<file path="src/hw/rtl/sas_pkg.sv">
// ----------------------------------------------------------------------------
// sas_pkg
// shared types and codes of the sorted array set unit
// ----------------------------------------------------------------------------
package sas_pkg;

  // operation codes, the unused code acts as a query
  localparam logic [1:0] OP_INSERT = 2'd0;
  localparam logic [1:0] OP_DELETE = 2'd1;
  localparam logic [1:0] OP_QUERY  = 2'd2;

  localparam int unsigned VALUE_W     = 32;
  localparam int unsigned OUT_COUNT_W = 7;

  typedef struct packed {
    logic [1:0]         op;
    logic [VALUE_W-1:0] value;
  } in_item_t;

  typedef struct packed {
    logic                   was_present;
    logic                   full_refused;
    logic [OUT_COUNT_W-1:0] element_count;
  } out_item_t;

endpackage

</file>
<file path="src/hw/rtl/sorted_array_set_unit.sv">
// ----------------------------------------------------------------------------
// sorted_array_set_unit
// set of distinct values kept in ascending order in a ram of CAPACITY entries
// ----------------------------------------------------------------------------
// usage
//   in channel  : in_valid / in_ready / in_data (op, value), one transfer per
//                 operation: insert, delete or membership query
//   out channel : out_valid / out_ready / out_data, exactly one transfer per
//                 operation: was_present, full_refused, element_count
//   in_ready is high only while the sequencer is idle; one operation is
//   worked on at a time
//   sequence: a setup step, then binary search steps that each probe the
//   midpoint and compare the returned entry, then for an insert of a new
//   value the entries from pos up move up by one, top first, and the key
//   is written at pos; for a delete of a present value the entries above
//   pos move down by one; then the result is loaded into the output register
//   the entry moves go through the single ram write port, one entry per cycle
//   reset clears the element count and the output valid flag; ram contents are
//   not cleared, only entries below the count are ever read
//   a stalled receiver holds the result in the output register; the
//   sequencer waits in its finish state until that register is free
// ----------------------------------------------------------------------------
module sorted_array_set_unit #(
  parameter int unsigned CAPACITY   = 64,
  parameter int unsigned DATA_WIDTH = 32
) (
  input  logic                clk,
  input  logic                rst_n,
  input  logic                in_valid,
  output logic                in_ready,
  input  sas_pkg::in_item_t   in_data,
  output logic                out_valid,
  input  logic                out_ready,
  output sas_pkg::out_item_t  out_data
);

  localparam int unsigned CW = $clog2(CAPACITY + 1);
  localparam int unsigned AW = $clog2(CAPACITY);
  localparam int unsigned OW = sas_pkg::OUT_COUNT_W;
  localparam int unsigned VW = sas_pkg::VALUE_W;
  localparam logic [CW-1:0] ONE_C = CW'(1);
  localparam logic [CW-1:0] CAP_C = CW'(CAPACITY);

  typedef enum logic [5:0] {
    ST_IDLE = 6'b000001,
    ST_RD   = 6'b000010,
    ST_CMP  = 6'b000100,
    ST_INS  = 6'b001000,
    ST_DEL  = 6'b010000,
    ST_FIN  = 6'b100000
  } state_t;

  state_t                 state_r, state_nxt;
  logic [1:0]             op_r, op_nxt;
  logic [DATA_WIDTH-1:0]  key_r, key_nxt;
  logic [CW-1:0]          lo_r, lo_nxt;
  logic [CW-1:0]          hi_r, hi_nxt;
  logic                   eq_r, eq_nxt;
  logic                   refused_r, refused_nxt;
  logic [CW-1:0]          idx_r, idx_nxt;
  logic [CW-1:0]          wa_r, wa_nxt;
  logic                   wr_pend_r, wr_pend_nxt;
  logic [CW-1:0]          count_r, count_nxt;
  logic                   out_valid_r, out_valid_nxt;
  sas_pkg::out_item_t     out_data_r, out_data_nxt;

  logic [DATA_WIDTH-1:0]  in_key;
  logic [OW-1:0]          count_out;
  logic [CW-1:0]          idx_dec;

  // ram ports
  logic                   ram_we;
  logic [AW-1:0]          ram_waddr;
  logic [DATA_WIDTH-1:0]  ram_wdata;
  logic [AW-1:0]          ram_raddr;
  logic [DATA_WIDTH-1:0]  ram_rdata;

  // search step unit outputs
  logic [CW-1:0]          step_mid;
  logic [CW-1:0]          step_lo;
  logic [CW-1:0]          step_hi;
  logic                   step_more;
  logic                   step_hit;

  // only the low DATA_WIDTH bits of the value take part
  if (DATA_WIDTH <= VW) begin : g_key_narrow
    assign in_key = in_data.value[DATA_WIDTH-1:0];
  end else begin : g_key_wide
    assign in_key = {{(DATA_WIDTH-VW){1'b0}}, in_data.value};
  end

  // reported count is the element count masked to the field width
  if (CW >= OW) begin : g_cnt_trunc
    assign count_out = count_r[OW-1:0];
  end else begin : g_cnt_ext
    assign count_out = {{(OW-CW){1'b0}}, count_r};
  end

  assign idx_dec = idx_r - ONE_C;

  sas_ram #(
    .WIDTH (DATA_WIDTH),
    .DEPTH (CAPACITY)
  ) u_store (
    .clk   (clk),
    .we    (ram_we),
    .waddr (ram_waddr),
    .wdata (ram_wdata),
    .raddr (ram_raddr),
    .rdata (ram_rdata)
  );

  sas_step #(
    .CW (CW),
    .DW (DATA_WIDTH)
  ) u_step (
    .lo     (lo_r),
    .hi     (hi_r),
    .entry  (ram_rdata),
    .key    (key_r),
    .mid    (step_mid),
    .lo_nxt (step_lo),
    .hi_nxt (step_hi),
    .more   (step_more),
    .hit    (step_hit)
  );

  assign in_ready  = (state_r == ST_IDLE);
  assign out_valid = out_valid_r;
  assign out_data  = out_data_r;

  always_comb begin
    state_nxt     = state_r;
    op_nxt        = op_r;
    key_nxt       = key_r;
    lo_nxt        = lo_r;
    hi_nxt        = hi_r;
    eq_nxt        = eq_r;
    refused_nxt   = refused_r;
    idx_nxt       = idx_r;
    wa_nxt        = wa_r;
    wr_pend_nxt   = wr_pend_r;
    count_nxt     = count_r;
    out_valid_nxt = out_valid_r;
    out_data_nxt  = out_data_r;
    ram_we        = 1'b0;
    ram_waddr     = wa_r[AW-1:0];
    ram_wdata     = ram_rdata;
    ram_raddr     = step_mid[AW-1:0];

    if (out_valid_r && out_ready) begin
      out_valid_nxt = 1'b0;
    end

    case (state_r)
      ST_IDLE: begin
        if (in_valid) begin
          op_nxt      = in_data.op;
          key_nxt     = in_key;
          lo_nxt      = '0;
          hi_nxt      = count_r;
          eq_nxt      = 1'b0;
          refused_nxt = 1'b0;
          wr_pend_nxt = 1'b0;
          state_nxt   = ST_RD;
        end
      end
      ST_RD: begin
        if (step_more) begin
          // probe the midpoint, data returns next cycle
          ram_raddr = step_mid[AW-1:0];
          state_nxt = ST_CMP;
        end else begin
          // search done: lo is the insert position, eq tells presence
          case (op_r)
            sas_pkg::OP_INSERT: begin
              if (eq_r) begin
                state_nxt = ST_FIN;
              end else if (count_r >= CAP_C) begin
                refused_nxt = 1'b1;
                state_nxt   = ST_FIN;
              end else begin
                idx_nxt   = count_r;
                state_nxt = ST_INS;
              end
            end
            sas_pkg::OP_DELETE: begin
              if (eq_r) begin
                idx_nxt   = lo_r + ONE_C;
                state_nxt = ST_DEL;
              end else begin
                state_nxt = ST_FIN;
              end
            end
            default: begin
              state_nxt = ST_FIN;
            end
          endcase
        end
      end
      ST_CMP: begin
        lo_nxt = step_lo;
        hi_nxt = step_hi;
        // the last probe that set hi is the entry at the final position
        if (step_hi != hi_r) begin
          eq_nxt = step_hit;
        end
        state_nxt = ST_RD;
      end
      ST_INS: begin
        // move entries up by one, top first: read idx-1, write idx in the next cycle
        if (wr_pend_r) begin
          ram_we    = 1'b1;
          ram_waddr = wa_r[AW-1:0];
          ram_wdata = ram_rdata;
        end
        if (idx_r > lo_r) begin
          ram_raddr   = idx_dec[AW-1:0];
          wa_nxt      = idx_r;
          idx_nxt     = idx_dec;
          wr_pend_nxt = 1'b1;
        end else if (!wr_pend_r) begin
          ram_we    = 1'b1;
          ram_waddr = lo_r[AW-1:0];
          ram_wdata = key_r;
          count_nxt = count_r + ONE_C;
          state_nxt = ST_FIN;
        end else begin
          wr_pend_nxt = 1'b0;
        end
      end
      ST_DEL: begin
        // close the gap, bottom first: read idx, write idx-1 in the next cycle
        if (wr_pend_r) begin
          ram_we    = 1'b1;
          ram_waddr = wa_r[AW-1:0];
          ram_wdata = ram_rdata;
        end
        if (idx_r < count_r) begin
          ram_raddr   = idx_r[AW-1:0];
          wa_nxt      = idx_dec;
          idx_nxt     = idx_r + ONE_C;
          wr_pend_nxt = 1'b1;
        end else if (!wr_pend_r) begin
          count_nxt = count_r - ONE_C;
          state_nxt = ST_FIN;
        end else begin
          wr_pend_nxt = 1'b0;
        end
      end
      ST_FIN: begin
        // wait for the output register to free up
        if (!out_valid_r || out_ready) begin
          out_valid_nxt              = 1'b1;
          out_data_nxt.was_present   = eq_r;
          out_data_nxt.full_refused  = refused_r;
          out_data_nxt.element_count = count_out;
          state_nxt                  = ST_IDLE;
        end
      end
      default: begin
        state_nxt = ST_IDLE;
      end
    endcase
  end

  always_ff @(posedge clk) begin
    if (!rst_n) begin
      state_r     <= ST_IDLE;
      count_r     <= '0;
      wr_pend_r   <= 1'b0;
      out_valid_r <= 1'b0;
    end else begin
      state_r     <= state_nxt;
      count_r     <= count_nxt;
      wr_pend_r   <= wr_pend_nxt;
      out_valid_r <= out_valid_nxt;
    end
  end

  always_ff @(posedge clk) begin
    op_r       <= op_nxt;
    key_r      <= key_nxt;
    lo_r       <= lo_nxt;
    hi_r       <= hi_nxt;
    eq_r       <= eq_nxt;
    refused_r  <= refused_nxt;
    idx_r      <= idx_nxt;
    wa_r       <= wa_nxt;
    out_data_r <= out_data_nxt;
  end

  // element count never passes the store size
  a_count_bound: assert property (@(posedge clk) disable iff (!rst_n)
    count_r <= CAP_C)
    else $error("element count above capacity");

  // an accepted operation keeps the sequencer busy on the next cycle
  a_busy_after_accept: assert property (@(posedge clk) disable iff (!rst_n)
    (in_valid && in_ready) |=> !in_ready)
    else $error("input accepted twice in a row");

  // a pending shift write exists only while entries are being moved
  a_pend_in_shift: assert property (@(posedge clk) disable iff (!rst_n)
    wr_pend_r |-> (state_r == ST_INS || state_r == ST_DEL))
    else $error("pending write outside a shift");

  // the count moves by at most one per operation
  a_count_step: assert property (@(posedge clk) disable iff (!rst_n)
    (count_r != $past(count_r)) |->
      (count_r == $past(count_r) + ONE_C || count_r == $past(count_r) - ONE_C))
    else $error("count changed by more than one");

endmodule

</file>
<file path="src/hw/rtl/sas_ram.sv">
// ----------------------------------------------------------------------------
// sas_ram
// generic simple dual-port ram, one write port, one registered read port
// ----------------------------------------------------------------------------
module sas_ram #(
  parameter int unsigned WIDTH = 32,
  parameter int unsigned DEPTH = 64
) (
  input  logic                     clk,
  input  logic                     we,
  input  logic [$clog2(DEPTH)-1:0] waddr,
  input  logic [WIDTH-1:0]         wdata,
  input  logic [$clog2(DEPTH)-1:0] raddr,
  output logic [WIDTH-1:0]         rdata
);

  logic [WIDTH-1:0] mem [DEPTH];
  logic [WIDTH-1:0] rdata_r;

  always_ff @(posedge clk) begin
    if (we) begin
      mem[waddr] <= wdata;
    end
    rdata_r <= mem[raddr];
  end

  assign rdata = rdata_r;

endmodule

</file>
<file path="src/hw/rtl/sas_step.sv">
// ----------------------------------------------------------------------------
// sas_step
// shared compare unit: one lower-bound binary search step
// ----------------------------------------------------------------------------
module sas_step #(
  parameter int unsigned CW = 7,
  parameter int unsigned DW = 32
) (
  input  logic [CW-1:0] lo,
  input  logic [CW-1:0] hi,
  input  logic [DW-1:0] entry,
  input  logic [DW-1:0] key,
  output logic [CW-1:0] mid,
  output logic [CW-1:0] lo_nxt,
  output logic [CW-1:0] hi_nxt,
  output logic          more,
  output logic          hit
);

  localparam logic [CW-1:0] ONE_C = CW'(1);

  logic [CW-1:0] span;
  logic          less;

  assign span   = hi - lo;
  assign mid    = lo + (span >> 1);
  assign more   = (lo < hi);
  assign less   = (entry < key);
  assign hit    = (entry == key);
  // entry below key moves the low bound past mid, else mid becomes the bound
  assign lo_nxt = less ? (mid + ONE_C) : lo;
  assign hi_nxt = less ? hi : mid;

endmodule
</file>
<file path="config.mk">
export PLATFORM = sky130hd
export DESIGN_NAME = sorted_array_set_unit
export DESIGN_NICKNAME = d
export VERILOG_FILES = /design/src/hw/rtl/sas_pkg.sv /design/src/hw/rtl/sorted_array_set_unit.sv /design/src/hw/rtl/sas_ram.sv /design/src/hw/rtl/sas_step.sv
export SDC_FILE = /design/constraint.sdc
export NUM_CORES = 2
export LEC_CHECK = 0
export BUFFER_PORTS_ARGS = -buffer_cell sky130_fd_sc_hd__buf_2
export CORE_UTILIZATION = 35
export CTS_BUF_LIST = sky130_fd_sc_hd__clkbuf_8
export CTS_CLUSTER_DIAMETER = 120
export DETAILED_ROUTE_END_ITERATION = 12
export GPL_TIMING_DRIVEN = 0
export RECOVER_POWER = 50
export SETUP_SLACK_MARGIN = 0.05
export SLEW_MARGIN = 10
export SYNTH_ARGS = -nofsm -noshare
export SYNTH_HDL_FRONTEND = slang
export SYNTH_SLANG_ARGS = --single-unit
</file>
<file path="constraint.sdc">
create_clock -name clk -period 11.81 [get_ports clk]
set_clock_uncertainty 0.15 [all_clocks]
set_input_delay 1.181 -clock clk [delete_from_list [all_inputs] [get_ports clk]]
set_output_delay 1.181 -clock clk [all_outputs]
set_load 0.03 [all_outputs]
</file>
==> flow_metrics.py <==
metrics = {
    "outcome": {
        "status": "complete, but fails checks",
        "violations": "max-capacitance violations, max-slew violations",
    },
    "floorplanning": {
        "ios": 49,
        "die_w_um": 502,
        "rows": 183,
        "dieArea_sq_um": 252000,
        "die_y_um": 502,
        "core_sq_um": 248000,
        "start_util_pct": 35.2,
    },
    "synth": {
        "synth_edf_count": 2120,
        "avgSynthCellArea_sq_um": 12.7,
        "syn_area_sq_um": 87500,
        "yosysTopAreaCell": "edfxtp_1",
        "async_flop_share_pct": 0,
        "ys_ff_latch": 2167,
        "synth_ff_type": "edfxtp_1",
        "synth-seq-area-share_pct": 73.9,
        "yosys-top-cells-count": "edfxtp_1 (2120), nand2_1 (2000), nand3_1 (956)",
        "synth.distinct_cells": 78,
        "syn_nets": 6984,
        "netlist.area_leader.share_pct": 72.8,
        "synth_most_common_cell": "edfxtp_1",
        "yosysWarnings": 0,
        "synth.area.top_cells": "edfxtp_1 (73%), nand2_1 (8.6%), nand3_1 (5.5%), a21oi_1 (2.7%), dfxtp_1 (1.1%)",
        "synth_cells": 6875,
    },
    "timing": {
        "fmaxAchievable_ghz": 0.113,
        "tightest_slew_ps": 4480,
        "slew_viol_final": 1631,
        "finalCriticalPeriod_ps": 8870,
        "final.period_utilization_pct": 75.1,
        "hold_viol_final": 0,
        "rsz0062_at_grt": "false",
        "setup_viol": 0,
        "relSlewSlack_pct": -202,
    },
    "grt": {
        "track_usage_pct": 23.3,
        "antenna_found_initial": 23,
        "grt_pass1_vias": 57061,
        "grt_pass1_wl_mm": 415,
        "grt_max_degree": 65,
        "gr-total-overflow": 0,
    },
    "critical_path": {
        "critPathArrivalTime_ps": 9580,
        "crit_path_max_fanout": 23,
        "endpoint_kind": "flip-flop",
        "required_ps": 12520,
        "start_kind": "flip-flop",
        "path_class": "flip-flop to flip-flop",
    },
    "drt": {
        "first_pass_iters": 7,
        "drt_iter0_drc": 9190,
        "drc": 0,
        "num_vias": 60467,
        "wl_mm": 300,
        "routedWlPerCell_um": 27.2,
        "ant_nets": 0,
        "viasPerCell": 5.48,
    },
    "place": {
        "io_buffers": 48,
        "place_congestion": 0.943,
        "dp_hpwl_mm": 216,
    },
    "clock_network": {
        "htree_levels": 5,
        "numClockSinks": 2167,
        "post_cts_buffers": 0,
        "cts_tree": "done",
        "ctsResizeCount": 0,
        "insertion_delay_ps": 1120,
        "ctsHoldBuffers": 0,
        "cts_buffers": 355,
        "cts_buffer_depth": 4,
        "cts.clk_slew.worst_paths_ps": 60,
        "clockRootBuffer": "clkbuf_8",
    },
    "cells_and_area": {
        "fin_nets": 7536,
        "layout-drive-gt1-share_pct": 10.4,
        "areaGrowthSynthToFinish_pct": 14.6,
        "fill_cells": 23184,
        "final_core_util_pct": 40.3,
    },
    "job": {
        "maxCapViolations": 81,
    },
    "hold_path": {
        "min_path_type": "primary input to flip-flop",
    },
}
stage by stage:
step / setup slack, ps / hold slack (ps) / cells / instance area (sq um) / TNS [ps]
2_1_floorplan: 5760 / 250 / 6875 / 87500 / 0
3_3_place_gp: -2410 / 345 / 10253 / 91900 / -1785100
3_5_place_dp: 4060 / 305 / 10400 / 95800 / 0
4_1_cts: 4100 / 11.6 / 11014 / 102000 / 0
5_1_grt: 2980 / 65.7 / 11018 / 100000 / 0
6_report: 2940 / 84.9 / 11025 / 100000 / 0
logic make-up (layout without fill, tap and decap cells):
group | count (synthesis) | count (layout) | synth area share (%)
DFF | 2167 | 2167 | 73.9
buffers and inverters | 476 | 1285 | 2.33
other | 0 | 11 | 0
xor gates and xnor gates | 34 | 34 | 0.341
and+or+nand+nor | 3382 | 3382 | 16.9
muxes | 59 | 59 | 1.07
AOI/OAI and AO/OA | 686 | 686 | 4.46
adders and majority gates | 71 | 71 | 1.04
final timing paths:
path | to | startpoint | cells past startpoint | slack (ps)
setup / recovery | u_store.mem[42][12] | lo_r[2] | 15 | 2940
hold / removal | key_r[1] | in_data[1] | 1 | 80
setup reg to reg | u_store.mem[42][12] | lo_r[2] | 15 | 2940
hold reg to reg | out_data[7] | refused_r | 0 | 320
critical path, cell delays in order, from the launching register on:
cell and delay (ps):
edfxtp_1 590, inv_1 250, ha_1 380, a21oi_1 200, a21oi_1 110, nor2_1 390
nor2_1 130, or3_1 380, clkbuf_1 270, clkbuf_1 280, clkbuf_1 440, clkbuf_1 470
o21ai_0 2160, clkbuf_1 1110, clkbuf_1 1050, buf_16 270
cell type report:
class                      instances  area, sq um  share of cell area [%]
sequential                      2167        64600                    64.4
inverter                          69          259                   0.258
timing repair buffer             195         2060                    2.06
clock inverter                   247         1170                    1.17
antenna                           11         27.5                  0.0275
tap                             3330         4170                    4.16
multi-input combinational       4232        21100                    21.1
clock buffer                     367         5050                    5.04
buffer                           407         1790                    1.78
placed cells by master (no fill, tap or decap), types with 10 or more instances in the layout:
cell type	instances
edfxtp_1	2120
nand2_1	2000
nand3_1	956
a21oi_1	469
clkbuf_8	367
clkbuf_1	285
inv_1	181
buf_2	173
nor2_1	115
clkinv_1	82
o21ai_0	74
ha_1	68
nor4_1	56
dfxtp_1	47
and3_1	45
buf_12	45
buf_1	39
clkinv_2	37
nor2_4	31
mux2i_1	29
or4_1	28
mux4_2	27
a21o_1	24
buf_4	24
nand4_1	23
nor4b_1	23
a31oi_1	22
nor3_1	21
buf_16	20
xnor2_1	19
or3_1	15
xor2_1	15
diode_2	11
nor2b_1	10
o22ai_1	10
a32oi_1	10
a22oi_1	10
flip-flops by register name, indices dropped and copies added (netlist names), 7 cells and up:
register       cells
hi_r               7
count_out          7
out_data           9
u_store.mem     2048
lo_r               7
idx_r              7
u_store.rdata     32
key_r             32
metal layers:
layer	wire length, um	GRT usage (%)	vias up
li1	-	-	26137
met1	114000	31.0	29984
met2	131000	35.3	3740
met3	37100	5.88	602
met4	16900	11.8	4
met5	26	0	-
Power is left out: the tool's default activity adds up to more than one toggle a clock period on the data nets, which glitch-free logic cannot reach.
